[src/sv/ordered_list_append_delete_assert.svh]
// Assertion macros for the ordered list block.
// Used by modules that have clk and rst in scope; no other dependencies.
`ifndef ORDERED_LIST_APPEND_DELETE_ASSERT_SVH
`define ORDERED_LIST_APPEND_DELETE_ASSERT_SVH

// Checked on every rising edge outside reset.
`define OLA_ASSERT(lbl, prop, msg) \
  lbl: assert property (@(posedge clk) disable iff (rst) prop) else $error(msg);

// Checked on every rising edge, reset included.
`define OLA_ASSERT_ALWAYS(lbl, prop, msg) \
  lbl: assert property (@(posedge clk) prop) else $error(msg);

`endif

[src/sv/ola_pkg.sv]
// Shared types and constants for the ordered list block.
// No dependencies; the interface, cell, chain and top-level files refer to it by scoped names.
package ola_pkg;

  localparam int VALUE_W          = 32;
  localparam int ENTRY_COUNT_W    = 7;
  localparam int CAPACITY_DEFAULT = 64;

  // Operation carried in the mode field.
  localparam logic MODE_APPEND = 1'b0;
  localparam logic MODE_DELETE = 1'b1;

  // Result status codes.
  typedef enum logic [1:0] {
    ST_APPENDED = 2'd0,
    ST_FULL     = 2'd1,
    ST_REMOVED  = 2'd2,
    ST_NOMATCH  = 2'd3
  } status_t;

  // Sequencer states.
  typedef enum logic {
    SEQ_IDLE   = 1'b0,
    SEQ_DELETE = 1'b1
  } seq_state_t;

  // Control broadcast to every cell of the chain.
  typedef struct packed {
    logic shift;   // every cell takes its upper neighbor's value
    logic wr_en;   // the addressed cell takes the write data
  } cell_ctl_t;

endpackage

[src/sv/ola_if.sv]
// Valid/ready channel interfaces for request and response beats.
// Depends on ola_pkg for the payload widths.
interface ola_req_if;
  logic                         valid;
  logic                         ready;
  logic                         mode;
  logic [ola_pkg::VALUE_W-1:0]  item_value;

  modport source (output valid, output mode, output item_value, input ready);
  modport sink   (input valid, input mode, input item_value, output ready);
endinterface

interface ola_rsp_if;
  logic                               valid;
  logic                               ready;
  logic [1:0]                         status;
  logic [ola_pkg::VALUE_W-1:0]        echo_value;
  logic [ola_pkg::ENTRY_COUNT_W-1:0]  entry_count;

  modport source (output valid, output status, output echo_value, output entry_count,
                  input ready);
  modport sink   (input valid, input status, input echo_value, input entry_count,
                  output ready);
endinterface

[src/sv/ola_cell.sv]
// One storage cell of the list chain: holds a single value.
// Depends on ola_pkg for the control struct and value width.
module ola_cell #(
  parameter int IDX_W = 6,
  parameter int INDEX = 0
) (
  input  logic                         clk,
  input  ola_pkg::cell_ctl_t           ctl,
  input  logic [IDX_W-1:0]             wr_pos,
  input  logic [ola_pkg::VALUE_W-1:0]  wr_data,
  input  logic [ola_pkg::VALUE_W-1:0]  nb_value,
  output logic [ola_pkg::VALUE_W-1:0]  value
);

  logic [ola_pkg::VALUE_W-1:0] stored;

  // A direct write wins over the shift from the neighbor.
  always_ff @(posedge clk) begin
    if (ctl.wr_en && (wr_pos == IDX_W'(INDEX))) begin
      stored <= wr_data;
    end else if (ctl.shift) begin
      stored <= nb_value;
    end
  end

  assign value = stored;

endmodule

[src/sv/ola_chain.sv]
// Row of storage cells; each cell hands its value to the cell below it on a shift.
// Depends on ola_pkg and ola_cell.
module ola_chain #(
  parameter int CAPACITY = ola_pkg::CAPACITY_DEFAULT,
  parameter int IDX_W    = 6
) (
  input  logic                         clk,
  input  ola_pkg::cell_ctl_t           ctl,
  input  logic [IDX_W-1:0]             wr_pos,
  input  logic [ola_pkg::VALUE_W-1:0]  wr_data,
  output logic [ola_pkg::VALUE_W-1:0]  head
);

  logic [ola_pkg::VALUE_W-1:0] cell_value [CAPACITY];

  // The top cell takes the head value, which closes the chain into a ring.
  for (genvar i = 0; i < CAPACITY; i++) begin : g_cell
    ola_cell #(
      .IDX_W (IDX_W),
      .INDEX (i)
    ) u_cell (
      .clk      (clk),
      .ctl      (ctl),
      .wr_pos   (wr_pos),
      .wr_data  (wr_data),
      .nb_value (cell_value[(i + 1) % CAPACITY]),
      .value    (cell_value[i])
    );
  end

  assign head = cell_value[0];

endmodule

[src/sv/ordered_list_append_delete.sv]
// Ordered list with append and delete-all, kept in a chain of value cells.
// Results: an append's result beat is registered and shown in the cycle after acceptance; a
// delete walks the held entries, one cell shift per entry, and then gives its result beat.
// Flow: one item at a time; a new request is taken only when idle and the result slot is free or draining.
// Reset: rst (synchronous) empties the list, returns to idle and clears the result valid flag; the cell
// contents are left as they are and are only read below the entry count.
module ordered_list_append_delete #(
  parameter int CAPACITY = ola_pkg::CAPACITY_DEFAULT
) (
  input  logic             clk,
  input  logic             rst,
  ola_req_if.sink          req,
  ola_rsp_if.source        rsp
);

  `include "ordered_list_append_delete_assert.svh"

  localparam int CNT_W = $clog2(CAPACITY + 1);
  localparam int IDX_W = (CAPACITY > 1) ? $clog2(CAPACITY) : 1;

  ola_pkg::seq_state_t state, state_next;

  logic [CNT_W-1:0]            count, count_next;
  logic [CNT_W-1:0]            len, len_next;
  logic [CNT_W-1:0]            rd_left, rd_left_next;
  logic                        hit, hit_next;
  logic [ola_pkg::VALUE_W-1:0] target, target_next;

  logic                        out_valid, out_valid_next;
  ola_pkg::status_t            out_status, out_status_next;
  logic [ola_pkg::VALUE_W-1:0] out_echo, out_echo_next;
  logic [CNT_W-1:0]            out_count, out_count_next;

  ola_pkg::cell_ctl_t          ctl;
  logic [IDX_W-1:0]            wr_pos;
  logic [ola_pkg::VALUE_W-1:0] wr_data;
  logic [ola_pkg::VALUE_W-1:0] head;
  logic                        accept;
  logic                        head_match;
  logic [CNT_W-1:0]            len_m1;
  logic [CNT_W+ola_pkg::ENTRY_COUNT_W-1:0] count_ext;

  ola_chain #(
    .CAPACITY (CAPACITY),
    .IDX_W    (IDX_W)
  ) u_chain (
    .clk     (clk),
    .ctl     (ctl),
    .wr_pos  (wr_pos),
    .wr_data (wr_data),
    .head    (head)
  );

  // A new beat is taken only when idle and the result slot is free or draining.
  assign req.ready  = (state == ola_pkg::SEQ_IDLE) && (!out_valid || rsp.ready);
  assign accept     = req.valid && req.ready;
  assign head_match = (head == target);
  assign len_m1     = len - CNT_W'(1);

  // Sequencer: appends and deletes on an empty list finish at once, other deletes rotate the held entries once.
  always_comb begin
    state_next      = state;
    count_next      = count;
    len_next        = len;
    rd_left_next    = rd_left;
    hit_next        = hit;
    target_next     = target;
    out_valid_next  = out_valid && !rsp.ready;
    out_status_next = out_status;
    out_echo_next   = out_echo;
    out_count_next  = out_count;
    ctl             = '0;
    wr_pos          = count[IDX_W-1:0];
    wr_data         = req.item_value;

    case (state)
      ola_pkg::SEQ_IDLE: begin
        if (accept) begin
          out_echo_next = req.item_value;
          target_next   = req.item_value;
          if (req.mode == ola_pkg::MODE_APPEND) begin
            out_valid_next = 1'b1;
            if (count < CNT_W'(CAPACITY)) begin
              ctl.wr_en       = 1'b1;
              count_next      = count + CNT_W'(1);
              out_status_next = ola_pkg::ST_APPENDED;
              out_count_next  = count + CNT_W'(1);
            end else begin
              out_status_next = ola_pkg::ST_FULL;
              out_count_next  = count;
            end
          end else if (count == '0) begin
            // Nothing held: no pass over the chain is needed.
            out_valid_next  = 1'b1;
            out_status_next = ola_pkg::ST_NOMATCH;
            out_count_next  = count;
          end else begin
            state_next   = ola_pkg::SEQ_DELETE;
            len_next     = count;
            rd_left_next = count;
            hit_next     = 1'b0;
          end
        end
      end
      ola_pkg::SEQ_DELETE: begin
        // Pop the head; a kept value goes back in behind the rest of the list.
        ctl.shift    = 1'b1;
        ctl.wr_en    = !head_match;
        wr_pos       = len_m1[IDX_W-1:0];
        wr_data      = head;
        len_next     = head_match ? len_m1 : len;
        hit_next     = hit || head_match;
        rd_left_next = rd_left - CNT_W'(1);
        if (rd_left == CNT_W'(1)) begin
          state_next      = ola_pkg::SEQ_IDLE;
          count_next      = len_next;
          out_valid_next  = 1'b1;
          out_status_next = hit_next ? ola_pkg::ST_REMOVED : ola_pkg::ST_NOMATCH;
          out_count_next  = len_next;
        end
      end
      default: begin
        state_next = ola_pkg::SEQ_IDLE;
      end
    endcase
  end

  // Control registers.
  always_ff @(posedge clk) begin
    if (rst) begin
      state     <= ola_pkg::SEQ_IDLE;
      count     <= '0;
      out_valid <= 1'b0;
    end else begin
      state     <= state_next;
      count     <= count_next;
      out_valid <= out_valid_next;
    end
  end

  // Working and result payload registers.
  always_ff @(posedge clk) begin
    len        <= len_next;
    rd_left    <= rd_left_next;
    hit        <= hit_next;
    target     <= target_next;
    out_status <= out_status_next;
    out_echo   <= out_echo_next;
    out_count  <= out_count_next;
  end

  // The count field carries the low bits of the number held.
  assign count_ext       = {{ola_pkg::ENTRY_COUNT_W{1'b0}}, out_count};
  assign rsp.valid       = out_valid;
  assign rsp.status      = out_status;
  assign rsp.echo_value  = out_echo;
  assign rsp.entry_count = count_ext[ola_pkg::ENTRY_COUNT_W-1:0];

  `OLA_ASSERT(a_count_bound, count <= CNT_W'(CAPACITY), "entry count exceeds capacity")
  `OLA_ASSERT(a_len_covers_left, (state == ola_pkg::SEQ_DELETE) |-> (len >= rd_left && rd_left != '0), "delete pass lost track of the list length")
  `OLA_ASSERT(a_ready_only_idle, req.ready |-> (state == ola_pkg::SEQ_IDLE), "request taken during a delete pass")
  `OLA_ASSERT(a_append_grows, (accept && req.mode == ola_pkg::MODE_APPEND && count < CNT_W'(CAPACITY)) |=> (count == $past(count) + CNT_W'(1)), "append did not add one entry")
  `OLA_ASSERT(a_delete_shrinks, (state == ola_pkg::SEQ_DELETE && rd_left == CNT_W'(1)) |=> (count <= $past(count) && out_valid), "delete pass ended badly")
  `OLA_ASSERT_ALWAYS(a_reset_clears, rst |=> (count == '0 && !out_valid && state == ola_pkg::SEQ_IDLE), "reset did not empty the list")

endmodule
[src/flat_wrapper.sv]
// flat-port wrapper written by rule: the top's interface ports become plain ports
module ordered_list_append_delete_flat 
#(
  parameter int CAPACITY = ola_pkg::CAPACITY_DEFAULT
)
  (clk, rst, req_valid, req_mode, req_item_value, req_ready, rsp_valid, rsp_status, rsp_echo_value, rsp_entry_count, rsp_ready);
  ola_req_if req_i ();
  ola_rsp_if rsp_i ();
  input  logic clk;
  input  logic rst;
  input wire logic [$bits(req_i.valid)-1:0] req_valid;
  input wire logic [$bits(req_i.mode)-1:0] req_mode;
  input wire logic [$bits(req_i.item_value)-1:0] req_item_value;
  output wire logic [$bits(req_i.ready)-1:0] req_ready;
  output wire logic [$bits(rsp_i.valid)-1:0] rsp_valid;
  output wire logic [$bits(rsp_i.status)-1:0] rsp_status;
  output wire logic [$bits(rsp_i.echo_value)-1:0] rsp_echo_value;
  output wire logic [$bits(rsp_i.entry_count)-1:0] rsp_entry_count;
  input wire logic [$bits(rsp_i.ready)-1:0] rsp_ready;
  assign req_i.valid = req_valid;
  assign req_i.mode = req_mode;
  assign req_i.item_value = req_item_value;
  assign req_ready = req_i.ready;
  assign rsp_valid = rsp_i.valid;
  assign rsp_status = rsp_i.status;
  assign rsp_echo_value = rsp_i.echo_value;
  assign rsp_entry_count = rsp_i.entry_count;
  assign rsp_i.ready = rsp_ready;
  ordered_list_append_delete #(.CAPACITY(CAPACITY)) u_core (.clk(clk), .rst(rst), .req(req_i), .rsp(rsp_i));
endmodule
[config.mk]
export PLATFORM = sky130hd
export DESIGN_NAME = ordered_list_append_delete_flat
export DESIGN_NICKNAME = d
export VERILOG_FILES = /design/src/sv/ola_pkg.sv /design/src/sv/ola_if.sv /design/src/sv/ola_cell.sv /design/src/sv/ola_chain.sv /design/src/sv/ordered_list_append_delete.sv /design/src/flat_wrapper.sv
export VERILOG_INCLUDE_DIRS = /design/src /design/src/sv
export SDC_FILE = /design/constraint.sdc
export NUM_CORES = 2
export LEC_CHECK = 0
export ABC_CLOCK_PERIOD_IN_PS = 11100
export BUFFER_PORTS_ARGS = -buffer_cell sky130_fd_sc_hd__buf_2
export CORE_MARGIN = 1.5
export CORE_UTILIZATION = 40
export CTS_CLUSTER_SIZE = 10
export DETAILED_ROUTE_END_ITERATION = 8
export SLEW_MARGIN = 20
export SYNTH_ARGS = -nofsm -noshare
export SYNTH_HDL_FRONTEND = slang
export SYNTH_SLANG_ARGS = --single-unit
[constraint.sdc]
create_clock -name clk -period 11.1 [get_ports clk]
set_input_delay 2.775 -clock clk [delete_from_list [all_inputs] [get_ports clk]]
set_output_delay 2.775 -clock clk [all_outputs]
set_load 0.01 [all_outputs]
==> results.txt <==
----------------------------------------------------
[Status]
  Result of the run ... completed

[Route]
  First-pass iteration count of the detailed router ... 5
  Via count of the routed design ... 51664
  DRT Wirelength ... 262.6 mm
  Average wire per standard cell ... 31.63 um
  Final ANT Viol Nets ... 0
  Post-detailed-route via-to-cell ratio ... 6.224
  DRC ... 0
  Violation count after the first detailed-route iteration ... 6566

[Die]
  Initial cell density of the core ... 40.28%
  Number of primary I/O pins ... 80
  Die H ... 476.4 um
  Die Footprint ... 0.2269 mm2
  Die X-Extent ... 476.4 um
  Area of the placeable core ... 0.2225 mm2
  FP Rows ... 173

[Clock network]
  Cell at the root of the clock tree ... clkbuf_16
  H-tree depth ... 4
  # clock sinks ... 2113
  CTS clk-pin slew, worst paths ... 0.06 ns
  Buffer count from post-CTS setup fixing ... 0
  Count of hold-fix buffers inserted at cts ... 0
  Number of clock buffers inserted by TritonCTS ... 232
  Worst-case clock buffer depth ... 3
  Clock insertion delay at the later pin of the skew report ... 0.88 ns
  Number of cells upsized or downsized after cts ... 0
  Clock tree from TritonCTS ... yes

[Synth]
  Library cell occupying the most area in the post-synthesis netlist ... edfxtp_1
  Sequential area share after synthesis ... 70.69%
  Total of flip-flops plus latches after synthesis ... 2113
  Number of flops mapped to enable cells by yosys ... 2104
  Largest cells by area after synthesis ... edfxtp_1 (70%), a2bb2oi_1 (13%), mux2_2 (8.4%)
  Warnings from Yosys ... 0
  Area of the mapped netlist ... 0.08963 mm2
  Number of cells produced by synthesis ... 5272
  Average footprint of a synthesized cell ... 17.00 um2
  Post-synthesis async set-or-reset flop share ... 0%
  Top FF cell, synth ... edfxtp_1
  Post-synth top area share ... 70.49%
  Syn nets ... 5314
  Distinct cell type count of the synthesized netlist ... 77

[Setup path]
  Maximum fanout count along the critical path ... 65
  Startpoint Class ... input port
  Required time of the critical path ... 11.66 ns
  Kind of capture point of the worst setup path ... register
  Type of the setup path with the least slack ... input port to register
  Data arrival time at the worst-slack endpoint ... 6.92 ns

[Cells and area]
  Area growth from synthesis to layout ... 12.34%
  Most frequent standard cell in the layout excluding fill and tap cells ... edfxtp_1
  Layout Cell Area excl Fill ... 0.1007 mm2
  Share of cells above drive strength 1 ... 26.48%
  Number of nets at the end of the flow ... 5325
  Leading cell types in the layout, fill and taps excluded ... edfxtp_1 (2104), a2bb2oi_1 (1280), mux2_2 (671), clkbuf_16 (235), buf_4 (180)

[Timing]
  Worst clock skew ... 0.05411 ns
  Pin slew with the least headroom to its limit ... 1.152 ns
  Final Max Tran Viols ... 0
  Highest clock rate ... 157.3 MHz
  Tcrit/Tclk final ... 57.26%
  Final setup vio count ... 0
  Slew headroom ... 23.02%
  Final total negative setup slack ... 0 ns
  Minimum clock period after layout ... 6.356 ns
  RSZ-0062 raised after global routing ... false
  Number of hold-slack violations in the final timing report ... 0

[Min path]
  Worst hold-check path type ... register to register

[Pwr]
  NetSw ... 4005 uW
  Largest vdd supply drop ... 0.1486 mV
  Sw Ratio ... 23.15%
  Internal power ... 13290 uW
  Share of power burned in registers ... 54.1%
  Combinational group share of total power ... 6.7%
  Clk network pwr share ... 39.2%
  Static leakage ... 0.03242 uW
  PD cells ... 171.8 mW/mm2

[Global routing]
  Aggregate global routing overflow ... 0
  Maximum number of pins on one net before global-route repair ... 79
  Vias in the first global route ... 50073
  Number of antenna violations at the first check in global routing ... 15
  Total track usage ... 22.75%
  Wire length of the first global-routing pass ... 379.6 mm

[Flow run]
  Count of maximum capacitance violations ... 0

[Place]
  Number of buffer cells added on primary ports ... 79
  Placed cell areas ... 0.09424 mm2
  Placer's final routability congestion estimate ... 0.8401
  Half-perimeter wire length after detailed placement ... 156.3 mm

----------------------------------------------------
-- cell type report --
class                           instances  area, um2
Fill cell                           19207     121800
Antenna cell                            2      5.005
Sequential cell                      2113      63360
Timing Repair Buffer                  291       2580
Inverter                                9      38.79
Tap cell                             2975       3722
Clock buffer                          258       5967
Multi-Input combinational cell       2636      24760
Clock inverter                         17      260.3
-- kinds of logic (layout without fill, tap and decap cells) --
logic type               count (synthesis)  count (layout)  share of synthesized area [%]
AO/OA/AOI/OAI                         1485            1485                          14.15
XOR/XNOR                                49              49                         0.4872
adder cells (fa/ha/maj)                  5               5                        0.06980
buffers and inverters                  523             575                          2.885
flip-flops                            2113            2113                          70.69
multiplexers                           803             803                          10.09
other                                    0               2                              0
AND/OR/NAND/NOR                        294             294                          1.628
-- synth_stat cells (all sizes together) (3+ instances only) --
master   number
clkbuf      170
nand3b        4
mux2        802
nand2        36
nor3b         3
o21ai        67
xor2         37
nand3        14
and3          7
inv           9
nand2b        5
or2           3
o211ai        9
a21o          6
xnor2        12
a2bb2oi    1280
dfxtp         9
nor4         12
a21oi        83
buf         344
nand4         7
edfxtp     2104
ha            5
or3           8
and2          4
o21bai        5
o31ai        13
a31oi         3
nor3         12
nor2        168
-- power groups by stage --
stage	registers [uW]	clock network, uW	logic, uW
2_1_floorplan	9440	0	626
3_3_place_gp	9510	0	1090
3_5_place_dp	9500	0	1140
4_1_cts	9350	6870	1140
5_1_grt	9370	7170	1220
6_report	9350	6790	1160
-- final timing paths --
check / cells after the start / slack, ns / to / from
hold / removal: 1 / 0.52 / u_core.u_chain.g_cell[10].u_cell.value[13]$_DFFE_PP_ / u_core.u_chain.g_cell[11].u_cell.value[13]$_DFFE_PP_
setup / recovery: 8 / 4.74 / u_core.u_chain.g_cell[50].u_cell.value[2]$_DFFE_PP_ / req_mode
hold reg to reg: 1 / 0.52 / u_core.u_chain.g_cell[10].u_cell.value[13]$_DFFE_PP_ / u_core.u_chain.g_cell[11].u_cell.value[13]$_DFFE_PP_
setup reg to reg: 8 / 5.75 / u_core.u_chain.g_cell[50].u_cell.value[2]$_DFFE_PP_ / u_core.state$_SDFF_PP0_
-- through the flow --
step | power (uW) | hold slack, ns | setup WS, ns | utilization [%] | cells
after floorplan | 10070 | 0.5013 | 4.518 | - | 5272
final | 17300 | 0.5246 | 4.744 | 45.25 | 8301
after global placement | 10600 | 0.5056 | 4.053 | 42.05 | 7992
after global routing | 17760 | 0.5424 | 4.505 | 45.25 | 8300
after CTS | 17370 | 0.5218 | 4.772 | 45.15 | 8292
after detailed placement | 10640 | 0.5107 | 3.921 | 42.35 | 8017
-- worst max-delay path, cell delays in order --
cell	delay [ns]
buf_2	0.14
nor3_1	0.26
nand3_1	0.74
nor3_2	0.47
nand2_1	0.53
nand2_4	0.93
buf_4	0.80
a2bb2oi_1	0.17
-- per-layer routing --
metal	global-route usage, %	share of wire (%)
met5	0	0.013
met4	6.658	2.9
met3	5.165	9.7
met2	32.91	43
met1	34.02	44
-- sequential cells by signal, summed over array words and instances (netlist names) --
register and cells:
u_core.len 7, u_core.target 32, u_core.state 1, u_core.rsp.entry_count 7, u_core.rsp.status 2, u_core.count 7
u_core.u_chain.g_cell.u_cell.value 2048, u_core.rsp.valid 1, u_core.hit 1, u_core.rd_left 7
(Power assumes the default switching activity.)
